[src/hw/rtl/rrhit_pkg.sv]
// Shared types, codes and defaults for the rounded-rectangle pointer hit test.
`timescale 1ns / 1ps

package rrhit_pkg;

    localparam int AREAS_PER_LIST = 16;

    localparam logic [2:0] OP_ADD    = 3'd0;
    localparam logic [2:0] OP_ENTER  = 3'd1;
    localparam logic [2:0] OP_LEAVE  = 3'd2;
    localparam logic [2:0] OP_MOTION = 3'd3;
    localparam logic [2:0] OP_BUTTON = 3'd4;

    localparam logic [1:0] BUTTON_LEFT  = 2'd0;
    localparam logic [1:0] BUTTON_RIGHT = 2'd1;

    localparam logic KIND_ACK   = 1'b0;
    localparam logic KIND_CLICK = 1'b1;

    typedef struct packed {
        logic [2:0]         operation;
        logic               list_select;
        logic signed [23:0] pos_x;
        logic signed [23:0] pos_y;
        logic signed [15:0] area_x;
        logic signed [15:0] area_y;
        logic [14:0]        area_width;
        logic [14:0]        area_height;
        logic [13:0]        area_radius;
        logic [1:0]         button_id;
        logic               pressed;
    } cmd_t;

    typedef struct packed {
        logic       result_kind;
        logic       hit;
        logic [3:0] area_index;
        logic       list_full;
    } result_t;

    typedef struct packed {
        logic signed [15:0] x;
        logic signed [15:0] y;
        logic [14:0]        w;
        logic [14:0]        h;
        logic [13:0]        r;
    } area_t;

    // Controller to datapath commands
    typedef struct packed {
        logic capture;
        logic write_area;
        logic load_pos;
        logic set_surface;
        logic clr_surface;
        logic rd_en;
        logic rd_last;
        logic flush;
    } ctrl_cmd_t;

    // Datapath to controller status
    typedef struct packed {
        logic [2:0] operation;
        logic [1:0] button_id;
        logic       pressed;
        logic       on_surface;
        logic       s3_valid;
        logic       s3_hit;
        logic       s3_last;
    } dp_stat_t;

endpackage

[src/hw/rtl/rrhit_dp.sv]
// Datapath: transaction register, pointer state, area memory and hit-test pipeline.
`timescale 1ns / 1ps

module rrhit_dp #(
    parameter int AREAS_PER_LIST = rrhit_pkg::AREAS_PER_LIST,
    parameter int IW = (AREAS_PER_LIST > 1) ? $clog2(AREAS_PER_LIST) : 1,
    parameter int CW = $clog2(AREAS_PER_LIST + 1)
) (
    input  logic                clk,
    input  logic                rst_n,
    input  rrhit_pkg::cmd_t     cmd_in,
    input  rrhit_pkg::ctrl_cmd_t ctl,
    input  logic [IW-1:0]       rd_idx,
    output rrhit_pkg::dp_stat_t stat,
    output logic [CW-1:0]       add_count,
    output logic [CW-1:0]       click_count,
    output logic [IW-1:0]       hit_idx
);

    localparam int DEPTH = 2 * AREAS_PER_LIST;
    localparam int AW    = $clog2(DEPTH);
    localparam int SW    = 19;
    localparam logic [AW-1:0] HALF = AW'(AREAS_PER_LIST);

    rrhit_pkg::cmd_t    cmd_reg;
    logic               on_surface_reg;
    logic signed [23:0] cur_x_reg;
    logic signed [23:0] cur_y_reg;
    logic [CW-1:0]      left_count_reg;
    logic [CW-1:0]      right_count_reg;

    rrhit_pkg::area_t   area_mem [DEPTH];
    rrhit_pkg::area_t   new_area;
    logic [AW-1:0]      wr_addr;
    logic [AW-1:0]      rd_addr;
    logic [IW-1:0]      wr_idx;

    // Stage 1: read data
    logic               s1_valid_reg;
    logic               s1_last_reg;
    logic [IW-1:0]      s1_idx_reg;
    rrhit_pkg::area_t   rd_data_reg;

    // Stage 2: box test and corner offsets
    logic               s2_valid_reg;
    logic               s2_last_reg;
    logic [IW-1:0]      s2_idx_reg;
    logic               s2_in_box_reg;
    logic signed [SW-1:0] s2_dx_reg;
    logic signed [SW-1:0] s2_dy_reg;
    logic [13:0]        s2_r_reg;

    // Stage 3: squares
    logic               s3_valid_reg;
    logic               s3_last_reg;
    logic [IW-1:0]      s3_idx_reg;
    logic               s3_in_box_reg;
    logic [2*SW-1:0]    s3_dx2_reg;
    logic [2*SW-1:0]    s3_dy2_reg;
    logic [27:0]        s3_r2_reg;

    logic signed [15:0]   px;
    logic signed [15:0]   py;
    logic signed [SW-1:0] pxs, pys, x0, y0, x1, y1, rs, lox, hix, loy, hiy, nx, ny;
    logic                 in_box;
    logic [2*SW:0]        sq_sum;

    // Truncate the 16.8 position toward zero
    assign px = cur_x_reg[23:8] + 16'(cur_x_reg[23] & (|cur_x_reg[7:0]));
    assign py = cur_y_reg[23:8] + 16'(cur_y_reg[23] & (|cur_y_reg[7:0]));

    assign add_count   = cmd_reg.list_select ? right_count_reg : left_count_reg;
    assign click_count = cmd_reg.button_id[0] ? right_count_reg : left_count_reg;
    assign wr_idx      = add_count[IW-1:0];
    assign wr_addr     = cmd_reg.list_select ? HALF + AW'(wr_idx) : AW'(wr_idx);
    assign rd_addr     = cmd_reg.button_id[0] ? HALF + AW'(rd_idx) : AW'(rd_idx);

    always_comb
    begin
        new_area.x = cmd_reg.area_x;
        new_area.y = cmd_reg.area_y;
        new_area.w = cmd_reg.area_width;
        new_area.h = cmd_reg.area_height;
        new_area.r = cmd_reg.area_radius;
    end

    always_ff @(posedge clk)
    begin
        if (ctl.capture)
        begin
            cmd_reg <= cmd_in;
        end
    end

    always_ff @(posedge clk or negedge rst_n)
    begin
        if (!rst_n)
        begin
            on_surface_reg  <= 1'b0;
            cur_x_reg       <= '0;
            cur_y_reg       <= '0;
            left_count_reg  <= '0;
            right_count_reg <= '0;
        end
        else
        begin
            if (ctl.set_surface)
            begin
                on_surface_reg <= 1'b1;
            end
            else if (ctl.clr_surface)
            begin
                on_surface_reg <= 1'b0;
            end
            if (ctl.load_pos)
            begin
                cur_x_reg <= cmd_reg.pos_x;
                cur_y_reg <= cmd_reg.pos_y;
            end
            if (ctl.write_area)
            begin
                if (cmd_reg.list_select)
                begin
                    right_count_reg <= right_count_reg + CW'(1);
                end
                else
                begin
                    left_count_reg <= left_count_reg + CW'(1);
                end
            end
        end
    end

    // Area memory: one write port, one registered read port
    always_ff @(posedge clk)
    begin
        if (ctl.write_area)
        begin
            area_mem[wr_addr] <= new_area;
        end
        if (ctl.rd_en)
        begin
            rd_data_reg <= area_mem[rd_addr];
        end
    end

    // Box test and clamp to the corner-circle centers
    always_comb
    begin
        pxs = SW'(px);
        pys = SW'(py);
        x0  = SW'(rd_data_reg.x);
        y0  = SW'(rd_data_reg.y);
        x1  = x0 + $signed(SW'(rd_data_reg.w));
        y1  = y0 + $signed(SW'(rd_data_reg.h));
        rs  = $signed(SW'(rd_data_reg.r));
        lox = x0 + rs;
        hix = x1 - rs;
        loy = y0 + rs;
        hiy = y1 - rs;
        in_box = (pxs >= x0) && (pxs <= x1) && (pys >= y0) && (pys <= y1);
        if (pxs < lox)
        begin
            nx = lox;
        end
        else if (pxs > hix)
        begin
            nx = hix;
        end
        else
        begin
            nx = pxs;
        end
        if (pys < loy)
        begin
            ny = loy;
        end
        else if (pys > hiy)
        begin
            ny = hiy;
        end
        else
        begin
            ny = pys;
        end
    end

    always_ff @(posedge clk or negedge rst_n)
    begin
        if (!rst_n)
        begin
            s1_valid_reg <= 1'b0;
            s2_valid_reg <= 1'b0;
            s3_valid_reg <= 1'b0;
        end
        else if (ctl.flush)
        begin
            s1_valid_reg <= 1'b0;
            s2_valid_reg <= 1'b0;
            s3_valid_reg <= 1'b0;
        end
        else
        begin
            s1_valid_reg <= ctl.rd_en;
            s2_valid_reg <= s1_valid_reg;
            s3_valid_reg <= s2_valid_reg;
        end
    end

    always_ff @(posedge clk)
    begin
        s1_last_reg   <= ctl.rd_last;
        s1_idx_reg    <= rd_idx;
        s2_last_reg   <= s1_last_reg;
        s2_idx_reg    <= s1_idx_reg;
        s2_in_box_reg <= in_box;
        s2_dx_reg     <= pxs - nx;
        s2_dy_reg     <= pys - ny;
        s2_r_reg      <= rd_data_reg.r;
        s3_last_reg   <= s2_last_reg;
        s3_idx_reg    <= s2_idx_reg;
        s3_in_box_reg <= s2_in_box_reg;
        s3_dx2_reg    <= (2*SW)'(s2_dx_reg * s2_dx_reg);
        s3_dy2_reg    <= (2*SW)'(s2_dy_reg * s2_dy_reg);
        s3_r2_reg     <= 28'(s2_r_reg * s2_r_reg);
    end

    assign sq_sum = {1'b0, s3_dx2_reg} + {1'b0, s3_dy2_reg};

    always_comb
    begin
        stat.operation  = cmd_reg.operation;
        stat.button_id  = cmd_reg.button_id;
        stat.pressed    = cmd_reg.pressed;
        stat.on_surface = on_surface_reg;
        stat.s3_valid   = s3_valid_reg;
        stat.s3_hit     = s3_in_box_reg && (sq_sum <= (2*SW+1)'(s3_r2_reg));
        stat.s3_last    = s3_last_reg;
    end

    assign hit_idx = s3_idx_reg;

endmodule

[config.mk]
export PLATFORM = sky130hd
export DESIGN_NAME = rrhit_dp
export DESIGN_NICKNAME = d
export VERILOG_FILES = /design/src/hw/rtl/rrhit_pkg.sv /design/src/hw/rtl/rrhit_dp.sv
export SDC_FILE = /design/constraint.sdc
export NUM_CORES = 2
export LEC_CHECK = 0
export ABC_CLOCK_PERIOD_IN_PS = 7670
export BUFFER_PORTS_ARGS = -buffer_cell sky130_fd_sc_hd__buf_2
export CAP_MARGIN = 25
export CELL_PAD_IN_SITES_DETAIL_PLACEMENT = 1
export CELL_PAD_IN_SITES_GLOBAL_PLACEMENT = 1
export CORE_AREA = 2 2 566 568
export DETAILED_ROUTE_END_ITERATION = 8
export DIE_AREA = 0 0 568 570
export HOLD_SLACK_MARGIN = 0.06
export PLACE_DENSITY_LB_ADDON = 0.08
export SYNTH_ARGS = -nofsm -noshare
export SYNTH_HDL_FRONTEND = slang
export SYNTH_SLANG_ARGS = --single-unit
[constraint.sdc]
create_clock -name clk -period 7.67 [get_ports clk]
set_input_delay 0.767 -clock clk [delete_from_list [all_inputs] [get_ports clk]]
set_output_delay 0.767 -clock clk [all_outputs]
set_load 0.02 [all_outputs]
==> results_dict.tcl <==
set metrics [dict create \
    cp_cell_sequence "buf_4 -> nand2_1 -> fa_1 -> inv_1 -> fa_1 -> inv_1 -> fa_1 -> fa_1 -> fa_1 -> inv_1 -> fa_1 -> ha_1 -> ha_1 -> a21oi_1 -> nor2b_1 -> nor2_1 -> and3_1 -> o211a_1 -> o311ai_1 -> buf_4 -> a21oi_1 -> o21a_1 -> o211ai_1 -> xor2_1" \
    clock_sinks 2871 \
    async_flop_share 0.02160 \
    fin_hold_ws_ps 104.1 \
    ys_seq_area_frac 0.5786 \
    rsz0062_at_grt "true" \
    start_util 0.4587 \
    cp_num_buf_inv 5 \
    period_needed_ps 7343 \
    dieWidth_um 568 \
    largest_register_ffs 2432 \
    syn-cell-area_um2 145500 \
    setup_viol 0 \
    drtIter0Drc 6262 \
    slew_headroom 0.2709 \
    finalMaxSlewViolations 0 \
    avgSynthCellArea_um2 16.55 \
    layout_common_cells "edfxtp_1 (2639), inv_1 (1053), fa_1 (796)" \
    io_pins 169 \
    die_area_um2 323800 \
    hold_viol 0 \
    clock.fmax_mhz 136.2 \
    critPathMaxFanout 15 \
    viasPerCell 5.726 \
    cpLargestDelayFamily "adder cells" \
    finalSetupTns_ps 0 \
    clock-skew-final_ps 60.65 \
    final_nets 10940 \
    crit_type "reg2reg" \
    die_h_um 570 \
    vias 78870 \
    crit_top_cell "fa_1" \
    synth_edf_count 2639 \
    cts_tree "built" \
    grt_pass1_wl_um 598400 \
    cts.path.max_buffers 4 \
    post-route-period-util 0.9573 \
    ys.flop_type "edfxtp_1" \
    io_buffers 168 \
    antenna_found_initial 13 \
    ant_nets 0 \
    gp_congestion 0.8533 \
    fp.coreArea_um2 317300 \
    worstMarginPinSlew_ps 1094 \
    grt_usage 0.2537 \
    dr.pass1.iters 7 \
    cp.required_ps 8420 \
    setup_ws_ps 327.3 \
    rows 207 \
    cts-root-buf "clkbuf_16" \
    insertion_delay_ps 900 \
    yosysWarnings 0 \
    syn_inst 8794 \
    overflow 0 \
    hp-class "in2reg" \
    status "finished clean" \
    hpwl_um 241600 \
    cts_buffers 314 \
    arrival_ps 8090 \
    drive_gt1_frac 0.1986 \
    clk_pin_slew_ps 60 \
    grt_pass1_vias 86880 \
    ys_seq_elements 2871 \
    cp_slowest_cell "dfxtp_1" \
    area_growth_pct 13.07 \
    worst_setup_path_start_kind "flip-flop" \
    htree_levels 5 \
    synth.distinct_cells 94 \
    drc_errors 0 \
    pre_cts_ws_ps -166.6 \
    drt-total-wl_um 405400 \
    final_common_cell "edfxtp_1" \
    synth_nets 10390 \
    drv_cap 0 \
    grt_max_degree 139 \
    wl_per_cell_um 29.43 \
    cpPeakStageDelay_ps 700 \
    cp-end-kind "flip-flop" \
]
-- metal layers --
layer / wire [um] / track usage
met5: 20 / 0
met1: 168200 / 0.3399
met3: 17940 / 0.02477
met4: 13710 / 0.07620
met2: 205500 / 0.4395
-- path summary, 6_finish.rpt --
| kind | slack (ps) | startpoint | depth (start not counted) | endpoint |
|---|---|---|---|---|
| worst max-delay path | 330 | s2_dx_reg[9] | 24 | s3_dx2_reg[36] |
| worst min-delay path | 100 | cmd_in[18] | 1 | cmd_reg[18] |
| worst max register to register | 330 | s2_dx_reg[9] | 24 | s3_dx2_reg[36] |
| worst min register to register | 320 | s2_last_reg | 0 | s3_last_reg |
| max in group asynchronous | 6730 | rst_n | 3 | cur_x_reg[4] |
| min in group asynchronous | 310 | rst_n | 2 | right_count_reg[3] |
-- cells by family after synthesis --
logic type / share of synthesized area
adders and majority gates: 0.1662
and+or+nand+nor: 0.03983
muxes: 0.1297
buffers and inverters: 0.03514
xor gates and xnor gates: 0.01673
DFF: 0.5786
AOI/OAI and AO/OA: 0.03383
-- layout make-up --
type / instances / area [um2]
antenna: 12 / 30.03
clock buffer: 387 / 8298
clock inverter: 173 / 1718
fill: 29510 / 152700
inverter: 1054 / 3956
multi-input combinational: 4576 / 56720
sequential: 2871 / 84200
tap: 4180 / 5230
timing repair buffer: 521 / 4389
-- Yosys cell counts, types with 50 or more instances --
cell | instances | area share
clkbuf_1 | 237 | 0.0061
a21o_1 | 121 | 0.0062
xnor2_1 | 182 | 0.011
o21ai_0 | 148 | 0.0051
nor2_1 | 233 | 0.0060
mux4_2 | 760 | 0.12
edfxtp_1 | 2639 | 0.54
nand3_1 | 50 | 0.0017
inv_1 | 1053 | 0.027
mux2_2 | 144 | 0.011
a21oi_1 | 210 | 0.0072
xor2_1 | 96 | 0.0058
and2_1 | 201 | 0.0086
nor3_1 | 67 | 0.0023
fa_1 | 800 | 0.11
dfxtp_1 | 170 | 0.023
nand2_1 | 371 | 0.0096
dfrtp_1 | 62 | 0.011
nor2b_1 | 52 | 0.0022
ha_1 | 653 | 0.056
nand2b_1 | 60 | 0.0026
-- metrics by stage --
step,cells,util,cell area [um2]
finish,13770,0.5186,164500
CTS,13750,0.5174,164200
global placement,13080,0.4824,153100
detailed placement,13080,0.4824,153100
floorplan,8794,-,145500
global route,13770,0.5186,164500
-- repair_timing --
item	4_1_cts	5_1_grt
hold endpoints to repair	159	0
setup buffers	0	11
hold buffers	106	0
pin swaps	4	29
gates resized for setup	7	60
endpoints found under the setup margin	7	22
Power is not shown: default switching activity piles up to over one toggle a cycle in this logic, so the estimate is an artifact.
