--- src/hw/rtl/rrhit_pkg.sv ---
// Shared types, codes and defaults for the rounded-rectangle pointer hit test.
`timescale 1ns / 1ps

package rrhit_pkg;

    localparam int AREAS_PER_LIST = 16;

    localparam logic [2:0] OP_ADD    = 3'd0;
    localparam logic [2:0] OP_ENTER  = 3'd1;
    localparam logic [2:0] OP_LEAVE  = 3'd2;
    localparam logic [2:0] OP_MOTION = 3'd3;
    localparam logic [2:0] OP_BUTTON = 3'd4;

    localparam logic [1:0] BUTTON_LEFT  = 2'd0;
    localparam logic [1:0] BUTTON_RIGHT = 2'd1;

    localparam logic KIND_ACK   = 1'b0;
    localparam logic KIND_CLICK = 1'b1;

    typedef struct packed {
        logic [2:0]         operation;
        logic               list_select;
        logic signed [23:0] pos_x;
        logic signed [23:0] pos_y;
        logic signed [15:0] area_x;
        logic signed [15:0] area_y;
        logic [14:0]        area_width;
        logic [14:0]        area_height;
        logic [13:0]        area_radius;
        logic [1:0]         button_id;
        logic               pressed;
    } cmd_t;

    typedef struct packed {
        logic       result_kind;
        logic       hit;
        logic [3:0] area_index;
        logic       list_full;
    } result_t;

    typedef struct packed {
        logic signed [15:0] x;
        logic signed [15:0] y;
        logic [14:0]        w;
        logic [14:0]        h;
        logic [13:0]        r;
    } area_t;

    // Controller to datapath commands
    typedef struct packed {
        logic capture;
        logic write_area;
        logic load_pos;
        logic set_surface;
        logic clr_surface;
        logic rd_en;
        logic rd_last;
        logic flush;
    } ctrl_cmd_t;

    // Datapath to controller status
    typedef struct packed {
        logic [2:0] operation;
        logic [1:0] button_id;
        logic       pressed;
        logic       on_surface;
        logic       s3_valid;
        logic       s3_hit;
        logic       s3_last;
    } dp_stat_t;

endpackage

--- src/hw/rtl/rrhit_ctrl.sv ---
// Controller: transaction sequencing, table walk and result register.
`timescale 1ns / 1ps

module rrhit_ctrl #(
    parameter int AREAS_PER_LIST = rrhit_pkg::AREAS_PER_LIST,
    parameter int IW = (AREAS_PER_LIST > 1) ? $clog2(AREAS_PER_LIST) : 1,
    parameter int CW = $clog2(AREAS_PER_LIST + 1)
) (
    input  logic                 clk,
    input  logic                 rst_n,
    input  logic                 start,
    output logic                 busy,
    output logic                 done,
    output rrhit_pkg::result_t   result,
    output rrhit_pkg::ctrl_cmd_t ctl,
    output logic [IW-1:0]        rd_idx,
    input  rrhit_pkg::dp_stat_t  stat,
    input  logic [CW-1:0]        add_count,
    input  logic [CW-1:0]        click_count,
    input  logic [IW-1:0]        hit_idx
);

    typedef enum logic [1:0] {
        ST_IDLE,
        ST_EXEC,
        ST_SEARCH
    } state_t;

    state_t             state_reg, state_next;
    logic [IW-1:0]      idx_reg, idx_next;
    logic               issue_done_reg, issue_done_next;
    logic               done_reg, done_next;
    rrhit_pkg::result_t result_reg, result_next;
    logic               is_full;
    logic               is_click;

    assign is_full  = (add_count == CW'(AREAS_PER_LIST));
    assign is_click = stat.pressed &&
                      ((stat.button_id == rrhit_pkg::BUTTON_LEFT) ||
                       (stat.button_id == rrhit_pkg::BUTTON_RIGHT));

    always_comb
    begin
        state_next      = state_reg;
        idx_next        = idx_reg;
        issue_done_next = issue_done_reg;
        done_next       = 1'b0;
        result_next     = result_reg;
        ctl             = '0;

        case (state_reg)
            ST_IDLE:
            begin
                if (start)
                begin
                    ctl.capture = 1'b1;
                    state_next  = ST_EXEC;
                end
            end
            ST_EXEC:
            begin
                state_next = ST_IDLE;
                case (stat.operation)
                    rrhit_pkg::OP_ADD:
                    begin
                        done_next               = 1'b1;
                        result_next.result_kind = rrhit_pkg::KIND_ACK;
                        result_next.hit         = 1'b0;
                        if (is_full)
                        begin
                            result_next.area_index = '0;
                            result_next.list_full  = 1'b1;
                        end
                        else
                        begin
                            result_next.area_index = 4'(add_count);
                            result_next.list_full  = 1'b0;
                            ctl.write_area         = 1'b1;
                        end
                    end
                    rrhit_pkg::OP_ENTER:
                    begin
                        ctl.load_pos    = 1'b1;
                        ctl.set_surface = 1'b1;
                    end
                    rrhit_pkg::OP_LEAVE:
                    begin
                        ctl.clr_surface = 1'b1;
                    end
                    rrhit_pkg::OP_MOTION:
                    begin
                        ctl.load_pos = stat.on_surface;
                    end
                    rrhit_pkg::OP_BUTTON:
                    begin
                        if (is_click)
                        begin
                            if (click_count == '0)
                            begin
                                done_next               = 1'b1;
                                result_next.result_kind = rrhit_pkg::KIND_CLICK;
                                result_next.hit         = 1'b0;
                                result_next.area_index  = '0;
                                result_next.list_full   = 1'b0;
                            end
                            else
                            begin
                                // Walk from the newest area down to the oldest
                                idx_next        = IW'(click_count - CW'(1));
                                issue_done_next = 1'b0;
                                state_next      = ST_SEARCH;
                            end
                        end
                    end
                    default:
                    begin
                    end
                endcase
            end
            ST_SEARCH:
            begin
                if (stat.s3_valid && stat.s3_hit)
                begin
                    // First hit in walk order wins; drop the rest in flight
                    done_next               = 1'b1;
                    result_next.result_kind = rrhit_pkg::KIND_CLICK;
                    result_next.hit         = 1'b1;
                    result_next.area_index  = 4'(hit_idx);
                    result_next.list_full   = 1'b0;
                    ctl.flush               = 1'b1;
                    state_next              = ST_IDLE;
                end
                else if (stat.s3_valid && stat.s3_last)
                begin
                    done_next               = 1'b1;
                    result_next.result_kind = rrhit_pkg::KIND_CLICK;
                    result_next.hit         = 1'b0;
                    result_next.area_index  = '0;
                    result_next.list_full   = 1'b0;
                    state_next              = ST_IDLE;
                end
                else if (!issue_done_reg)
                begin
                    ctl.rd_en   = 1'b1;
                    ctl.rd_last = (idx_reg == '0);
                    if (idx_reg == '0)
                    begin
                        issue_done_next = 1'b1;
                    end
                    else
                    begin
                        idx_next = idx_reg - IW'(1);
                    end
                end
            end
            default:
            begin
                state_next = ST_IDLE;
            end
        endcase
    end

    always_ff @(posedge clk or negedge rst_n)
    begin
        if (!rst_n)
        begin
            state_reg      <= ST_IDLE;
            idx_reg        <= '0;
            issue_done_reg <= 1'b1;
            done_reg       <= 1'b0;
            result_reg     <= '0;
        end
        else
        begin
            state_reg      <= state_next;
            idx_reg        <= idx_next;
            issue_done_reg <= issue_done_next;
            done_reg       <= done_next;
            result_reg     <= result_next;
        end
    end

    assign busy   = (state_reg != ST_IDLE);
    assign done   = done_reg;
    assign result = result_reg;
    assign rd_idx = idx_reg;

endmodule
--- config.mk ---
export PLATFORM = sky130hd
export DESIGN_NAME = rrhit_ctrl
export DESIGN_NICKNAME = d
export VERILOG_FILES = /design/src/hw/rtl/rrhit_pkg.sv /design/src/hw/rtl/rrhit_ctrl.sv
export SDC_FILE = /design/constraint.sdc
export NUM_CORES = 1
export LEC_CHECK = 0
export ABC_AREA = 1
export BUFFER_PORTS_ARGS = -buffer_cell sky130_fd_sc_hd__clkbuf_2
export CORE_UTILIZATION = 35
export CTS_CLUSTER_DIAMETER = 60
export DETAILED_ROUTE_END_ITERATION = 10
export MAX_ROUTING_LAYER = met4
export RECOVER_POWER = 100
export SLEW_MARGIN = 20
export SYNTH_ARGS = -nofsm -noshare
export SYNTH_HDL_FRONTEND = slang
export SYNTH_SLANG_ARGS = --single-unit
--- constraint.sdc ---
create_clock -name clk -period 3.21 [get_ports clk]
set_input_delay 0 -clock clk [delete_from_list [all_inputs] [get_ports clk]]
set_output_delay 0 -clock clk [all_outputs]
set_load 0.02 [all_outputs]
==> reports/results.md, run 1 <==
| Result | Value | Unit |
| --- | --- | --- |
| Status | finished, final reports clean | - |
| Setup-failing EPs final | 0 | - |
| Clock transition time at the flip-flop clock pins of the worst setup and hold paths | 0.10 | ns |
| Max capacitance violation total | 0 | - |
| Final layout net count | 243 | - |
| Routed via count | 1170 | - |
| Number of warning messages in the yosys log | 0 | - |
| Leak pwr | 0.000755 | uW |
| Average wire per cell in the routed design | 10.4 | um |
| Total power per unit cell area | 595 | nW/um^2 |
| Insertion delay to the later sink of the worst-skew pair | 0.28 | ns |
| GP Congestion | 0.806 | - |
| Distinct cells, synth | 29 | - |
| First-pass GRT wire length | 4.40 | mm |
| Number of instances resized during post-cts repair | 0 | - |
| Highest net fanout along the worst path | 10 | - |
| Leading cell types in the layout, fill and taps excluded | nand2_1 (50), clkbuf_2 (25), inv_1 (21), clkbuf_1 (21) | - |
| Dominant combinational cell family by area after synthesis | simple AND/OR/NAND/NOR gates | - |
| Post-Route WL | 2.65 | mm |
| Number of nets in the synthesized netlist | 194 | - |
| Vias per Instance | 4.59 | - |
| Count of antenna-violating nets left after detailed routing | 0 | - |
| Number of max-slew violations in the final report | 0 | - |
| Buffer cell driving the clock tree root | clkbuf_4 | - |
| Number of flip-flops under the largest register name | 7 | - |
| FF+latch count, synth | 15 | - |
| Start-to-end type of the worst setup path | flip-flop to flip-flop | - |
| Antenna violations before repair | 0 | - |
| Hold violation total from the final report | 0 | - |
| Setup TNS | 0 | ns |
| Share of the synthesized netlist area taken by xor and xnor gates | 0.734 | % |
| Mean instance size in the synthesized netlist | 7.32 | um^2 |
| Initial DRC Count | 51 | - |
| Worst Path Arrival | 2.50 | ns |
| Clk buf depth | 2 | - |
| Remaining Overflow, GRT | 0 | - |
| RSZ-0062 raised after global routing | false | - |
| CTS sink count | 15 | - |
| Iteration count of the initial detailed-routing pass | 4 | - |
| Kind of launch point of the worst setup path | flip-flop | - |
| Proportion of layout cells with a drive suffix above 1 | 22.7 | % |
| Highest clock rate | 432 | MHz |
| Sequential fraction of the synthesis area | 31.6 | % |
| Number of instances in the synthesized netlist | 163 | - |
| Core Box Area | 3150 | um^2 |
| Worst hold-check path type | primary input to flip-flop | - |
| CTS tree | done | - |
| Diode count | 0 | - |
| Post-Synthesis Cell Area | 1190 | um^2 |
| Maximum number of pins on one net before global-route repair | 16 | - |
| Floorplan die area | 3650 | um^2 |
| Final cycle utilization of the critical path | 72.2 | % |
| Tightest slew margin relative to the limit | 43.8 | % |
| Most frequent standard cell in the layout excluding fill and tap cells | nand2_1 | - |
| Number of buffers inserted during clock tree synthesis | 3 | - |
| Port Buf Inserts | 46 | - |
| Overall power | 844 | uW |
| Number of top-level design ports | 48 | - |
| Maximum vdd drop | 0.000200 | V |
| Die extent in y | 60.4 | um |
| Area growth from synthesis to layout | 18.9 | % |
| GRT Total Usage | 16.7 | % |
| Fin crit period | 2.32 | ns |
| Rows | 20 | - |
| Endpoint required time on the critical path | 3.39 | ns |
| H-tree depth | 1 | - |
| Post-synthesis compound-gate area fraction | 8.60 | % |
| Initial core utilization | 37.9 | % |
| DR DRC count | 0 | - |
| Detailed-placement wirelength estimate | 2.16 | mm |
| Number of fillers in the final layout | 365 | - |
| Vias in the first global route | 984 | - |
| Critical Path Sink Type | flip-flop | - |
| Horizontal die dimension | 60.4 | um |
| Least-Margin Pin Slew | 0.843 | ns |
| Arithmetic-cell share of the synthesized area counting full adders, half adders and majority gates | 4.19 | % |
| Share of synthesized area spent on multiplexers | 0 | % |
| Share of synthesized cell area in and, or, nand and nor gates | 44.0 | % |
| Clk_skew | 0.00228 | ns |
[cell families (layout without fill, tap and decap cells)]
group | count (synthesis) | after routing
xor gates and xnor gates | 1 | 1
adders and majority gates | 4 | 4
and+or+nand+nor | 97 | 97
DFF | 15 | 15
buffers and inverters | 29 | 77
AOI/OAI and AO/OA | 17 | 17
[final timing paths]
kind / startpoint / endpoint / slack [ns] / cells after the start
worst max-delay path: state_reg[0]$_DFFE_PN0P_ / result[4]$_DFFE_PN0P_ / 0.89 / 8
worst min-delay path: hit_idx[0] / result[1]$_DFFE_PN0P_ / 0.05 / 5
worst max register to register: state_reg[0]$_DFFE_PN0P_ / result[4]$_DFFE_PN0P_ / 0.89 / 8
worst min register to register: result[5]$_DFFE_PN0P_ / result[5]$_DFFE_PN0P_ / 0.49 / 2
max in group asynchronous: rst_n / result[0]$_DFFE_PN0P_ / 2.37 / 2
min in group asynchronous: rst_n / rd_idx[1]$_DFFE_PN0P_ / 0.33 / 2
[routing by layer]
layer / up-vias / global-route usage, % / share of wire [%]
li1: 619 / - / -
met1: 519 / 23.4 / 54
met2: 30 / 24.8 / 42
met3: 2 / 3.20 / 4.2
met4: 0 / 3.99 / 0.38
met5: - / - / 0
[stage by stage]
| step | setup WS, ns | instance area (um^2) | utilization, % | cells | hold WS, ns |
|---|---|---|---|---|---|
| global route | 0.639 | 1420 | 45.0 | 255 | 0.0677 |
| floorplan | 1.70 | 1190 | - | 163 | -0.296 |
| CTS | 1.28 | 1490 | 47.3 | 255 | 0.00662 |
| finish | 0.894 | 1420 | 45.0 | 255 | 0.0467 |
| detailed placement | 1.45 | 1450 | 46.1 | 250 | -0.0546 |
| global placement | 1.45 | 1450 | 46.1 | 250 | -0.0531 |
[cell usage after synthesis]
| cell | n | area, um^2 |
|---|---|---|
| a21oi_1 | 2 | 10.0 |
| nand3b_2 | 1 | 11.3 |
| nand3_2 | 2 | 20.0 |
| a21boi_2 | 1 | 11.3 |
| nor2_2 | 2 | 12.5 |
| o21ai_1 | 5 | 25.0 |
| clkinv_2 | 1 | 5.00 |
| nor3_1 | 3 | 15.0 |
| a21oi_2 | 1 | 8.76 |
| nand3_1 | 5 | 25.0 |
| buf_4 | 2 | 15.0 |
| nand4_1 | 10 | 62.6 |
| nand3_4 | 4 | 70.1 |
| nor2_1 | 10 | 37.5 |
| or2_1 | 1 | 6.26 |
| ha_1 | 4 | 50.1 |
| nand3b_1 | 1 | 7.51 |
| dfrtp_1 | 14 | 350 |
| nand2_2 | 4 | 25.0 |
| o21ai_0 | 6 | 30.0 |
| nand2_1 | 50 | 188 |
| dfstp_2 | 1 | 26.3 |
| inv_1 | 21 | 78.8 |
| xor2_1 | 1 | 8.76 |
| o21ai_2 | 2 | 17.5 |
| inv_2 | 3 | 11.3 |
| buf_6 | 1 | 11.3 |
| inv_6 | 1 | 8.76 |
| nor2_4 | 4 | 45.0 |
[report_power, final]
part | switching, uW | internal, uW | total, uW
clock network | 64.4 | 46.2 | 111
logic | 288 | 126 | 414
registers | 57.7 | 262 | 319
[cell type report]
type,count,area [um^2],share of cell area [%]
sequential,15,377,26.5
multi-input combinational,119,646,45.5
clock inverter,1,5.00,0.353
inverter,26,100,7.05
timing repair buffer,47,214,15.1
clock buffer,3,22.5,1.59
tap,44,55.1,3.88
[timing repair]
action	4_1_cts	5_1_grt
setup buffers	0	0
endpoints found under the hold margin	15	0
hold buffers	1	0
[critical path: stages (launching register included)]
cell	delay [ns]
dfrtp_1	0.39
inv_1	0.07
ha_1	0.32
clkinvlp_2	0.34
nor2_1	0.13
nor2_1	0.42
nand3_1	0.35
nand2_1	0.13
nand2_1	0.06
Power figures use the tool's default switching activity.
==> run 2, diff against run 1 <==
- clock period: 3.21 -> 2.2 ns (I/O delays scaled with it)
==> reports/results.md, run 2 (synthesized netlist as in run 1, its figures left out) <==
| Result | Value | Unit | Change |
| --- | --- | --- | --- |
| Remaining Overflow, GRT | 0 | - | unchanged |
| Number of instances resized during post-cts repair | 0 | - | unchanged |
| Number of buffers inserted during clock tree synthesis | 3 | - | unchanged |
| Hold violation total from the final report | 0 | - | unchanged |
| Highest net fanout along the worst path | 10 | - | unchanged |
| Setup TNS | 0 | ns | unchanged |
| Count of antenna-violating nets left after detailed routing | 0 | - | unchanged |
| Critical R2R Launch | state_reg[0]$_DFFE_PN0P_ | - |  |
| Number of flip-flops under the largest register name | 7 | - | unchanged |
| CTS sink count | 15 | - | unchanged |
| Cell class contributing the biggest share of worst-path delay | buffers and inverters | - |  |
| H-tree depth | 1 | - | unchanged |
| Maximum vdd drop | 0.000325 | V | +62% |
| Clock transition time at the flip-flop clock pins of the worst setup and hold paths | 0.09 | ns | about the same |
| Worst hold-check path type | primary input to flip-flop | - |  |
| Crit path buf inv count | 4 | - | +2 |
| GP Congestion | 0.819 | - | +1.6% |
| Proportion of layout cells with a drive suffix above 1 | 24.6 | % | +1.9 points |
| Core Box Area | 3150 | um^2 | unchanged |
| Worst hold-check slack | 0.0188 | ns | -0.0279 ns |
| Highest clock rate | 502 | MHz |  |
| Leading cell types in the layout, fill and taps excluded | nand2_1 (50), clkbuf_2 (25), clkbuf_1 (22) | - |  |
| Vias in the first global route | 960 | - | -2.4% |
| Start-to-end type of the worst setup path | flip-flop to output port | - |  |
| Routed via count | 1130 | - | -3.4% |
| Critical path launch point | state_reg[0]$_DFFE_PN0P_ | - |  |
| Max incr delay on CP | 0.44 | ns | +0.02 ns |
| Die extent in y | 60.4 | um | unchanged |
| Worst setup path endpoint | ctl[2] | - |  |
| Initial DRC Count | 73 | - | +43% |
| Most common cell on crit path | nor2_1 | - |  |
| Least-Margin Pin Slew | 0.863 | ns | +0.0201 ns |
| Rows | 20 | - | unchanged |
| Endpoint required time on the critical path | 2.20 | ns | -1.19 ns |
| Average wire per cell in the routed design | 10.6 | um | +1.7% |
| Diode count | 0 | - | unchanged |
| Register-to-Register Path Depth | 9 | - | +1 |
| Number of top-level design ports | 48 | - | unchanged |
| Post-CTS setup buffers | 0 | - | unchanged |
| Clk buf depth | 2 | - | unchanged |
| First-pass GRT wire length | 4.44 | mm | +0.93% |
| Leak pwr | 0.000756 | uW | +0.25% |
| Insertion delay to the later sink of the worst-skew pair | 0.28 | ns | about the same |
| Kind of launch point of the worst setup path | flip-flop | - |  |
| Fin crit period | 1.99 | ns |  |
| Buffer cell driving the clock tree root | clkbuf_4 | - |  |
| Tightest slew margin relative to the limit | 42.5 | % | -1.3 points |
| Max capacitance violation total | 0 | - | unchanged |
| Horizontal die dimension | 60.4 | um | unchanged |
| Clk_skew | 0.0102 | ns | +0.00788 ns |
| Worst Path Arrival | 1.99 | ns | -0.51 ns |
| Area growth from synthesis to layout | 20.0 | % |  |
| DR DRC count | 0 | - | unchanged |
| Detailed-placement wirelength estimate | 2.17 | mm | +0.38% |
| Iteration count of the initial detailed-routing pass | 4 | - | unchanged |
| Post-Route WL | 2.69 | mm | +1.7% |
| CP cell instances | inv_1 > ha_1 > inv_6 > nor2_1 > inv_2 > nor2_1 > clkbuf_1 | - |  |
| Status | finished, final reports clean | - |  |
| Initial core utilization | 37.9 | % | unchanged |
| Reg-to-Reg End | rd_idx[3]$_DFFE_PN0P_ | - |  |
| RSZ-0062 raised after global routing | false | - |  |
| Hold-fix buffers, CTS | 1 | - | unchanged |
| Number of stages on the worst setup path | 7 | - | -1 |
| Final layout net count | 243 | - | unchanged |
| Setup-failing EPs final | 0 | - | unchanged |
| Antenna violations before repair | 0 | - | unchanged |
| Storage cell area | 377 | um^2 | unchanged |
| Highest-delay cell along the critical path | ha_1 | - |  |
| Critical Path Sink Type | output port | - |  |
| GRT Total Usage | 17.1 | % | +0.35 points |
| Number of max-slew violations in the final report | 0 | - | unchanged |
| Maximum number of pins on one net before global-route repair | 16 | - | unchanged |
| Final cycle utilization of the critical path | 90.6 | % |  |
| Most frequent standard cell in the layout excluding fill and tap cells | nand2_1 | - |  |
| Multi-input gate area in the final layout | 657 | um^2 | +1.7% |
| CTS tree | done | - |  |
| Number of fillers in the final layout | 378 | - | +3.6% |
| Port Buf Inserts | 46 | - | unchanged |
| Floorplan die area | 3650 | um^2 | unchanged |
| Vias per Instance | 4.43 | - | -3.4% |
| R2R setup slack | 0.27 | ns | -0.62 ns |
| Total power per unit cell area | 872 | nW/um^2 | +47% |
-- run 2: changes by cell type in the layout (fill, tap and decap cells not counted), sizes merged --
cell      delta
clkbuf       +1
clkinv       -2
clkinvlp     -1
inv          +2
-- run 2: layout make-up --
type / count / share of cell area, %
clock buffer: 4 / 1.83
timing repair buffer: 47 / 14.9
tap: 44 / 3.84
inverter: 26 / 7.25
multi-input combinational: 119 / 45.9
sequential: 15 / 26.3
-- run 2: through the flow --
step / std cells / util [%] / instance area (um^2) / total power (uW) / setup slack, ns
6_report: 255 / 45.4 / 1430 / 1250 / 0.206
5_1_grt: 255 / 45.4 / 1430 / 1370 / 0.0711
4_1_cts: 255 / 47.2 / 1490 / 1310 / 0.250
3_5_place_dp: 250 / 46.1 / 1450 / 1140 / 0.429
3_3_place_gp: 250 / 46.1 / 1450 / 1140 / 0.447
2_1_floorplan: 163 / - / 1190 / 940 / 0.694
-- run 2: where the power goes --
group	switching, uW	total, uW	leakage [uW]	internal [uW]
Clock	91.5	162	0.0000150	70.3
Sequential	81.6	463	0.000192	382
Combinational	432	624	0.000549	191
-- run 2: how the worst min path moves through the flow --
stage | from | to | cells after the start
after floorplan | rst_n | done$_DFF_PN0_ | 0
after global placement | rst_n | done$_DFF_PN0_ | 1
after detailed placement | rst_n | done$_DFF_PN0_ | 1
after CTS | start | state_reg[1]$_DFFE_PN0P_ | 4
after global routing | start | state_reg[1]$_DFFE_PN0P_ | 4
final | start | state_reg[1]$_DFFE_PN0P_ | 4
-- run 2: worst register-to-register path, cell delays in order (launching register included) --
cell and delay, ns:
dfrtp_1 0.41, inv_1 0.09, ha_1 0.44, inv_6 0.10, nor2_2 0.34, inv_2 0.05
nand3_1 0.18, nor2_2 0.10, nand2_1 0.07, nand2_1 0.05
-- run 2: per-layer routing --
| layer | GRT usage [%] | share of wire, % | vias to the layer above |
|---|---|---|---|
| li1 | - | - | 615 |
| met1 | 24.0 | 52 | 477 |
| met2 | 24.6 | 41 | 36 |
| met3 | 4.05 | 5.9 | 2 |
| met4 | 3.99 | 0.37 | 0 |
| met5 | - | 0 | - |
